### src/lzwc_pkg.sv
`default_nettype none
package lzwc_pkg;

  localparam int DictSize = 4096;
  localparam int CodeLimit = (DictSize < 4096) ? DictSize : 4096;
  localparam int IdxW = $clog2(DictSize);
  localparam int CntW = IdxW + 1;
  localparam int CodeW = 12;
  localparam int SymW = 8;
  localparam int KeyW = CodeW + SymW;
  localparam int CfgIdxW = 3;
  localparam int NumSym = 6;

  localparam logic [CfgIdxW-1:0] REG_ALPHA = 3'd0;
  localparam logic [CfgIdxW-1:0] REG_SYM0  = 3'd1;
  localparam logic [CfgIdxW-1:0] REG_SYM5  = 3'd6;

  typedef struct packed {
    logic [SymW-1:0] symbol;
    logic            end_of_message;
  } in_item_t;

  typedef struct packed {
    logic [CodeW-1:0] code;
    logic             bad_symbol;
    logic             run_last;
  } out_item_t;

  // Classified item handed from the front part to the back part.
  typedef struct packed {
    logic [SymW-1:0]  symbol;
    logic [2:0]       sym_code;
    logic             found;
    logic             end_of_message;
  } cls_item_t;

endpackage
`default_nettype wire

### src/lzwc_front.sv
`default_nettype none
module lzwc_front (
  input  wire logic                          clk,
  input  wire logic                          rst_n,
  input  wire logic                          in_valid,
  output logic                               in_stall,
  input  wire lzwc_pkg::in_item_t            in_data,
  input  wire logic [2:0]                    alpha_n,
  input  wire logic [lzwc_pkg::NumSym-1:0][lzwc_pkg::SymW-1:0] syms,
  output logic                               q_valid,
  input  wire logic                          q_pop,
  output lzwc_pkg::cls_item_t                q_data
);

  // Two-entry queue of classified beats.
  lzwc_pkg::cls_item_t q_r [2];
  logic [1:0] cnt_r, cnt_nxt;
  logic       rd_r, rd_nxt;
  logic       wr_r, wr_nxt;
  lzwc_pkg::cls_item_t cls;
  logic push;

  always_comb begin
    cls.symbol = in_data.symbol;
    cls.end_of_message = in_data.end_of_message;
    cls.found = 1'b0;
    cls.sym_code = 3'd0;
    for (int i = lzwc_pkg::NumSym - 1; i >= 0; i--) begin
      if (3'(i) < alpha_n && syms[i] == in_data.symbol) begin
        cls.found = 1'b1;
        cls.sym_code = 3'(i);
      end
    end
  end

  assign in_stall = (cnt_r == 2'd2);
  assign push = in_valid && !in_stall;
  assign q_valid = (cnt_r != 2'd0);
  assign q_data = q_r[rd_r];

  always_comb begin
    cnt_nxt = cnt_r + 2'(push) - 2'(q_pop);
    rd_nxt = rd_r ^ q_pop;
    wr_nxt = wr_r ^ push;
  end

  always_ff @(posedge clk) begin
    if (!rst_n) begin
      cnt_r <= 2'd0;
      rd_r <= 1'b0;
      wr_r <= 1'b0;
    end else begin
      cnt_r <= cnt_nxt;
      rd_r <= rd_nxt;
      wr_r <= wr_nxt;
    end
    if (push) begin
      q_r[wr_r] <= cls;
    end
  end

endmodule
`default_nettype wire

### config.mk
export PLATFORM = sky130hd
export DESIGN_NAME = lzwc_front
export DESIGN_NICKNAME = d
export VERILOG_FILES = /design/src/lzwc_pkg.sv /design/src/lzwc_front.sv
export SDC_FILE = /design/constraint.sdc
export NUM_CORES = 1
export LEC_CHECK = 0
export ABC_AREA = 1
export BUFFER_PORTS_ARGS = -buffer_cell sky130_fd_sc_hd__buf_2
export CORE_MARGIN = 5
export CORE_UTILIZATION = 50
export DETAILED_ROUTE_END_ITERATION = 16
export PLACE_DENSITY = 0.83
export SETUP_SLACK_MARGIN = 0.4
export SLEW_MARGIN = 10
export SYNTH_ARGS = -nofsm -noshare
export SYNTH_HDL_FRONTEND = slang
export SYNTH_SLANG_ARGS = --single-unit
### constraint.sdc
create_clock -name clk -period 2 [get_ports clk]
set_input_delay 0.1 -clock clk [delete_from_list [all_inputs] [get_ports clk]]
set_output_delay 0.1 -clock clk [all_outputs]
set_load 0.05 [all_outputs]
==> results.cfg, run 1 <==
[run_status]
outcome = finished clean

[pwr]
sw_frac_of_total = 0.340
pwr-share-comb = 0.326
p_leak_nw = 1.18
p_sw_mw = 0.642
pwr-share-clk = 0.240
p_seq_frac = 0.433
pwr_density_cell_nw_per_um2 = 756
p_int_mw = 1.25
peakVddDrop_mv = 0.300

[logic_synthesis]
synth_compound_area_frac = 0.0274
synth_area_um2 = 2010
syn_nets = 294
synth_warnings = 0
ys_seq_area_frac = 0.439
netlist_instances = 226
avgSynthCellArea_um2 = 8.88
synth_adder_area_share = 0.0249
synth-seq-cells = 31
synthXorXnorAreaFrac = 0.127
synth_top_family_by_area = simple AND/OR/NAND/NOR gates
yosys.area_share.simple = 0.229
synth.area.mux_share = 0.0729
synth_cell_type_count = 30

[route]
antenna_left = 0
wl_um = 4570
num_vias = 1726
dr.pass1.iters = 4
drc = 0
wl_per_cell_um = 12.9
viasPerCell = 4.86
drt_iter0_drc = 67

[floorplanning]
ios = 79
start_util = 0.509
core-area_um2 = 3940
die-area_um2 = 5380
fp.dieH_um = 73.4
rows = 23
die_w_um = 73.4

[finish]
fin_area_um2 = 2500
diodes = 0
final_layout_size_suffix_gt1_frac = 0.364
areaGrowthSynthToFinish_pct = 24.6
fin_nets = 372

[sta]
max_slew.worst_pin.slew_ns = 0.572
fin_crit_ns = 1.51
hold_violations = 0
finalSetupViolCount = 0
fin_crit_sh = 0.755
max_freq_mhz = 662
slew_headroom = 0.618
finalMaxSlewViolations = 0
grt_setup_unrepaired = no
setup_tns_ns = 0
finalClockSkew_ns = 0.00288

[cts]
cts_setup_buffers = 0
clockBufferDepth = 2
clk_latency_ns = 0.28
cts.sinks = 31
clkTransAtPathRegs_ns = 0.06
cts-root-buf = clkbuf_8
cts_tree = yes
numCtsBuffers = 5
htree_levels = 2

[placement]
place_congestion = 0.809
io_buffers = 78
dp_hpwl_um = 3690
place_area_um2 = 2400

[critical_path]
critPathArrivalTime_ns = 1.41
crit_required_ns = 1.90
reg2reg_to = q_r[1][2]
worstPathMaxFanout = 13
setup.worst_path.start_class = register
r2r_start = cnt_r[0]
crit_path_end_kind = output pin
crit_type = register to output pin
crit_path_end = q_data[2]
reg2reg_depth = 3
reg2reg_slack_ns = 0.53

[grt]
antenna_found_initial = 0
grt_pass1_wl_um = 7380
grt_pass1_vias = 1725
grt_max_degree = 14
grt_remaining_overflow = 0
grt_usage = 0.181

[job]
drv_cap = 0

[worst_hold_path]
hold_class = input pin to register
[synth_stat cells]
cell type  number  area [µm²]
nand3b_1        2        15.0
nor2_2          2        12.5
inv_2           4        15.0
buf_2           2        10.0
ha_1            4        50.1
nand4_1         2        12.5
nand2_1        48         180
nand3_1         8        40.0
or2_1           4        25.0
nor3_1          2        10.0
buf_4           6        45.0
and2_4          1        8.76
xnor2_1        25         219
dfxtp_1         5         100
nor2_1         27         101
o21ai_0         4        20.0
a21oi_1         3        15.0
inv_1          24        90.1
edfxtp_1       26         781
o22ai_1         1        6.26
a21oi_2         1        8.76
or2_0           2        12.5
xor2_1          4        35.0
o21ai_1         1        5.00
nand4_2         1        12.5
nand3_2         1        10.0
mux2_2         13         146
nor3b_1         1        7.51
or2_2           1        6.26
nand2_2         1        6.26
[layout make-up]
cell class                 count  area [µm²]
tap                           50        62.6
timing repair buffer          79         400
fill                         358        1440
inverter                      28         105
multi-input combinational    159         968
clock buffer                   7        76.3
sequential                    31         882
clock inverter                 1        5.00
[how the worst min path moves through the flow]
stage | slack, ns | end | from | cells past startpoint
finish | 0.05 | cnt_r[0] | rst_n | 3
CTS | 0.03 | cnt_r[0] | rst_n | 3
global placement | 0.29 | q_r[1][0] | in_data[0] | 1
detailed placement | 0.29 | q_r[1][0] | in_data[0] | 1
global route | 0.04 | cnt_r[0] | rst_n | 3
floorplan | 0.19 | cnt_r[0] | rst_n | 2
[power by group through the flow]
stage,registers [mW],clock network [mW],logic [mW]
5_1_grt,0.828,0.497,0.668
3_5_place_dp,0.833,0,0.615
4_1_cts,0.820,0.464,0.619
3_3_place_gp,0.826,0,0.607
2_1_floorplan,0.815,0,0.461
6_report,0.818,0.454,0.617
[worst max-delay path, cell delays in order (launching register included)]
cell and delay (ns):
dfxtp_2 0.52, mux2_2 0.40, buf_2 0.21
[registers in the layout, indices dropped and copies added (netlist names), named ones only]
name and flops:
rd_r 1, q_r 26, cnt_r 2, wr_r 1
[logic make-up (layout without fill, tap and decap cells)]
family / count (synthesis) / in the layout
fa+ha+maj: 4 / 4
compound gates: 10 / 10
xor+xnor: 29 / 29
buf+inv: 36 / 115
simple gates: 103 / 103
flops: 31 / 31
mux: 13 / 13
[per-layer routing]
metal,share of wire,track usage,wire (µm),vias up
li1,-,-,-,873
met1,0.41,0.212,1860,774
met2,0.51,0.322,2310,70
met3,0.072,0.0424,329,9
met4,0.014,0.0664,66,0
met5,0,0,0,-
[through the flow]
stage	power [mW]	worst slack [ns]	cells	hold WS [ns]	utilization
4_1_cts	1.90	0.458	355	0.0269	0.633
2_1_floorplan	1.28	0.634	226	0.193	-
5_1_grt	1.99	0.411	355	0.0395	0.634
3_5_place_dp	1.45	0.478	346	0.292	0.610
6_report	1.89	0.490	355	0.0464	0.634
3_3_place_gp	1.43	0.533	346	0.290	0.610
[layout by cell type (no fill, tap or decap), types with 4 or more instances in the layout]
master	Yosys	layout
mux2_2	13	13
xor2_1	4	4
edfxtp_1	26	26
clkbuf_8	0	5
nand2_1	48	48
xnor2_1	25	25
nand3_1	8	8
buf_2	2	78
or2_1	4	4
dfxtp_1	5	4
inv_2	4	4
nor2_1	27	27
inv_1	24	24
[repair_timing]
item / 4_1_cts / 5_1_grt
setup endpoints to repair: 13 / 27
gates cloned: 0 / 0
pin swaps: 0 / 0
hold buffers: 1 / 0
resized for setup: 1 / 2
hold endpoints to repair: 2 / 0
Note: power is estimated with default switching activity, not from simulation.
==> run 2: changes to the inputs <==
ABC_AREA = 0   (was 1)
CORE_UTILIZATION = 48   (was 50)
PLACE_DENSITY = 0.81   (was 0.83)
clock period = 1.4 ns   (was 2 ns; I/O delays follow)
==> results.cfg, run 2 <==
[sta]
fin_crit_ns = 1.56
grt_setup_unrepaired = yes
max_slew.worst_pin.slew_ns = 0.353
setup_tns_ns = -3.54
fin_crit_sh = 1.11
hold_violations = 0
finalMaxSlewViolations = 0
finalClockSkew_ns = 0.00624
max_freq_mhz = 642
finalSetupViolCount = 27
whs_ns = 0.0376
final.setup.worst_slack_ns = -0.159
slew_headroom = 0.764

[route]
drt_iter0_drc = 158
wl_um = 7490
wl_per_cell_um = 23.1
antenna_left = 0
num_vias = 1809
viasPerCell = 5.58
dr.pass1.iters = 4
drc = 0

[grt]
grt_pass1_vias = 1845
grt_pass1_wl_um = 9570
grt_max_degree = 11
grt_usage = 0.245
grt_remaining_overflow = 0
antenna_found_initial = 0

[cts]
clockBufferDepth = 2
htree_levels = 2
cts_tree = yes
numCtsBuffers = 5
cts-root-buf = clkbuf_8
cts.sinks = 31
clk_latency_ns = 0.29
clkTransAtPathRegs_ns = 0.07

[logic_synthesis]
synth-seq-cells = 31
synth_area_um2 = 1880
synth_warnings = 0
yosysTopAreaCell = edfxtp_1
async_reset_ff_frac = 0
synth_ff_type = edfxtp_1
netlist_instances = 162
synth_edf_count = 26
synth_cell_type_count = 28
avgSynthCellArea_um2 = 11.6
syn_nets = 230
synth.most_common_cell = xnor2_1
yosysTopAreaCellShare = 0.415
ys_seq_area_frac = 0.469
synth_common_cells = 30 x xnor2_1, 26 x edfxtp_1, 21 x xor2_1
synth_area_leaders = edfxtp_1 42%, xnor2_1 14%, xor2_1 9.8%, mux2_2 7.8%, dfxtp_1 5.3%

[finish]
regMostFlops = q_r
diodes = 0
instances_no_fill = 324
final_layout_size_suffix_gt1_frac = 0.652
areaGrowthSynthToFinish_pct = 77.2
layout_commonest_cell = buf_2
fin_nets = 343
largestRegisters = q_r (26), cnt_r (2)
final_cell_mix = 53 x buf_2, 26 x edfxtp_1, 25 x xnor2_1
largest_reg_flops = 26
final_core_util = 0.896
fin_area_um2 = 3330

[floorplanning]
die-area_um2 = 5270
core-area_um2 = 3720
fp.dieH_um = 72.6
ios = 79
start_util = 0.506
rows = 22
die_w_um = 72.6

[critical_path]
crit_required_ns = 1.41
slowest_delay_ns = 0.33
setup.worst_path.start_class = register
critPathArrivalTime_ns = 1.57
cp-startpoint = cnt_r[0]
crit_type = register to register
crit_top_cell = buf_6
crit_chain = nand2b_4 -> nand2_4 -> buf_4 -> buf_6 -> buf_6 -> inv_6 -> ha_4 -> buf_6
crit_path_end_kind = register
worst_path_max_delay_cell = dfxtp_2
r2r_start = cnt_r[0]
worstPathMaxFanout = 6

[worst_hold_path]
min-delay-start = in_data[8]
hold_class = input pin to register

[job]
drv_cap = 0

[pwr]
p_leak_nw = 1.41
peakVddDrop_mv = 0.815
total_power_mw = 4.13
pwr_density_cell_nw_per_um2 = 1240

[placement]
pre_cts_slack_ns = -0.0788
place_inst = 297
place_congestion = 0.842
place_area_um2 = 2520
dp_hpwl_um = 3890
io_buffers = 78

[run_status]
violations = setup timing
outcome = finished, violations left
-- run 2: final cells by class --
type	instances	area [µm²]
inverters	4	22.5
clock inverters	3	38.8
flip-flops and latches	31	887
repair buffers	115	977
multi-input cells	118	1270
well taps	48	60.1
clock buffers	5	68.8
fillers	163	387
-- run 2: report_power, final --
part | leakage [nW] | total, mW | internal, mW | switching, mW
Clock | 0.0556 | 0.881 | 0.521 | 0.360
Sequential | 0.290 | 1.26 | 1.18 | 0.0789
Combinational | 1.07 | 1.99 | 0.978 | 1.01
Total | 1.41 | 4.13 | 2.68 | 1.45
-- run 2: cell families after synthesis --
family                   after synthesis  share of synthesized area
AO/OA/AOI/OAI                          4                     0.0126
multiplexers                          13                     0.0779
XOR/XNOR                              51                      0.238
flip-flops                            31                      0.469
adder cells (fa/ha/maj)                4                     0.0266
AND/OR/NAND/NOR                       46                      0.142
buffers and inverters                 13                     0.0346
-- run 2: worst paths after layout --
kind | end | slack [ns] | cells after the start
hold reg to reg | register | 0.63 | 2
setup reg to reg | q_r[0][10] | -0.16 | 8
hold / removal | q_r[0][12] | 0.04 | 1
setup / recovery | q_r[0][10] | -0.16 | 8
-- run 2: routing by layer --
layer / vias to the layer above / global-route usage / wire length [µm]
li1: 777 / - / -
met1: 883 / 0.281 / 2710
met2: 128 / 0.446 / 3970
met3: 21 / 0.0496 / 532
met4: 0 / 0.0943 / 280
met5: - / 0 / 0
-- run 2: critical path: cells and delay by family (launching register included) --
| kind | cells | cell delay (ns) |
|---|---|---|
| adder cells (fa/ha/maj) | 1 | 0.17 |
| buffers and inverters | 5 | 0.57 |
| flip-flops | 1 | 0.33 |
| AND/OR/NAND/NOR | 2 | 0.20 |
-- run 2: what timing repair did --
| action | 4_1_cts | 5_1_grt |
|---|---|---|
| buffers inserted | 14 | 4 |
| resized for setup | 106 | 30 |
| endpoints found under the setup margin | 52 | 52 |
| endpoints found under the hold margin | 2 | 0 |
| hold buffers | 1 | 0 |
| pin swaps | 16 | 9 |
==> run 3: changes to the inputs <==
CORE_ASPECT_RATIO = 1.25   (was not set)
CTS_CLUSTER_DIAMETER = 200   (was not set)
==> results.cfg, run 3 (synthesized netlist as in run 2, its figures left out) <==
[run_status]
outcome = finished, violations left
violations = setup timing

[route]
drt_iter0_drc = 158
wl_um = 7260
highest_layer = met4
num_vias = 1797
drt-met1-wl_um = 2620
route.met2.wl_um = 3730
viasPerCell = 5.51
wl_per_cell_um = 22.3
drc = 0
dr.pass1.iters = 4
met3WireLength_um = 567
antenna_left = 0

[sta]
final.setup.worst_slack_ns = -0.100
whs_ns = 0.00674
finalSetupViolCount = 7
fin_crit_sh = 1.07
max_freq_mhz = 667
finalMaxSlewViolations = 0
hold_violations = 0
fin_crit_ns = 1.50
finalClockSkew_ns = 0.00227
max_slew.worst_pin.slew_ns = 0.437
slew_headroom = 0.707
grt_setup_unrepaired = yes

[cts]
clk_latency_ns = 0.28
htree_levels = 2
cts.sinks = 31
numCtsBuffers = 5
clkTransAtPathRegs_ns = 0.07
cts-root-buf = clkbuf_8
clockBufferDepth = 2
cts_tree = yes

[critical_path]
setup.worst_path.start_class = register
worst-path-buf-inv = 1
worst_path_max_delay_cell = dfxtp_2
critPathTopFamily = adder cells
crit_top_cell = ha_4
crit_path_end_kind = register
critPathArrivalTime_ns = 1.68
worstPathMaxFanout = 2
slowest_delay_ns = 0.33
crit_chain = nand2b_4 -> nand2_4 -> ha_4 -> inv_2 -> ha_4 -> xnor2_2 -> xnor2_1 -> and2_1
crit_type = register to register
crit_required_ns = 1.58

[grt]
grt_pass1_wl_um = 9270
grt_max_degree = 11
grt_remaining_overflow = 0
antenna_found_initial = 0
grt_pass1_vias = 1862
grt_usage = 0.240

[finish]
regMostFlops = q_r
diodes = 0
fin_nets = 339
layout_commonest_cell = buf_2
final_layout_size_suffix_gt1_frac = 0.640
largestRegisters = q_r (26), cnt_r (2)
areaGrowthSynthToFinish_pct = 78.2
largest_reg_flops = 26
instances_no_fill = 326
final_cell_mix = 54 x buf_2, 26 x edfxtp_1, 24 x xnor2_1
nFillCells = 155

[placement]
place_inst = 301
place_congestion = 0.887
dp_hpwl_um = 3700
io_buffers = 78

[pwr]
pwr_density_cell_nw_per_um2 = 1250
peakVddDrop_mv = 1.02
pwr-share-clk = 0.222
sw_frac_of_total = 0.341
p_seq_frac = 0.305
p_leak_nw = 1.41
p_sw_mw = 1.42
pwr-share-comb = 0.473
p_int_mw = 2.75

[floorplanning]
die-area_um2 = 5270
fp.dieH_um = 80.0
rows = 25
start_util = 0.497
core-area_um2 = 3780
die_w_um = 66.0
ios = 79

[job]
drv_cap = 0

[worst_hold_path]
hold_class = input pin to register
==> run 3: worst paths after layout <==
check	from	to	slack, ns	cells after the start
worst min register to register	rd_r	register	0.62	2
worst max register to register	cnt_r[0]	cnt_r[1]	-0.10	8
worst min-delay path	in_data[7]	q_r[1][11]	0.007	1
worst max-delay path	cnt_r[0]	cnt_r[1]	-0.10	8
==> run 3: power by group through the flow <==
stage	Clock (mW)	Sequential, mW	Combinational [mW]
after floorplan	0	1.24	0.957
after global placement	0	1.24	1.28
after detailed placement	0	1.25	1.30
after CTS	0.894	1.24	1.76
after global routing	0.981	1.28	2.07
final	0.928	1.27	1.97
==> run 3: stage by stage <==
stage | TNS (ns) | util | setup WS, ns | power (mW) | area (µm²)
5_1_grt | -0.852 | 0.885 | -0.164 | 4.33 | 3350
2_1_floorplan | -0.00308 | - | -0.00308 | 2.20 | 2040
6_report | -0.188 | 0.885 | -0.100 | 4.17 | 3350
4_1_cts | -0.0305 | 0.851 | -0.0305 | 3.90 | 3220
3_3_place_gp | -0.275 | 0.674 | -0.0839 | 2.52 | 2550
3_5_place_dp | -0.657 | 0.674 | -0.129 | 2.55 | 2550
==> run 3: what timing repair did <==
action | CTS | global route
gates resized for setup | 106 | 28
setup endpoints to repair | 52 | 52
setup buffers | 13 | 2
hold endpoints to repair | 2 | 0
hold buffers | 1 | 0
cloned | 1 | 0
pin swaps | 18 | 7
==> run 3: cell type report <==
class / count / area, µm² / share of cell area
clock inverter: 2 / 35.0 / 0.0105
timing repair buffer: 111 / 1010 / 0.301
sequential: 31 / 890 / 0.266
multi-input combinational: 118 / 1240 / 0.371
inverter: 4 / 22.5 / 0.00673
tap: 54 / 67.6 / 0.0202
clock buffer: 6 / 82.6 / 0.0247
==> run 3: routing by layer <==
layer  vias to the layer above  track usage
met5                         -            0
met4                         0        0.102
met3                        32       0.0423
met2                       131        0.438
met1                       857        0.270
li1                        777            -
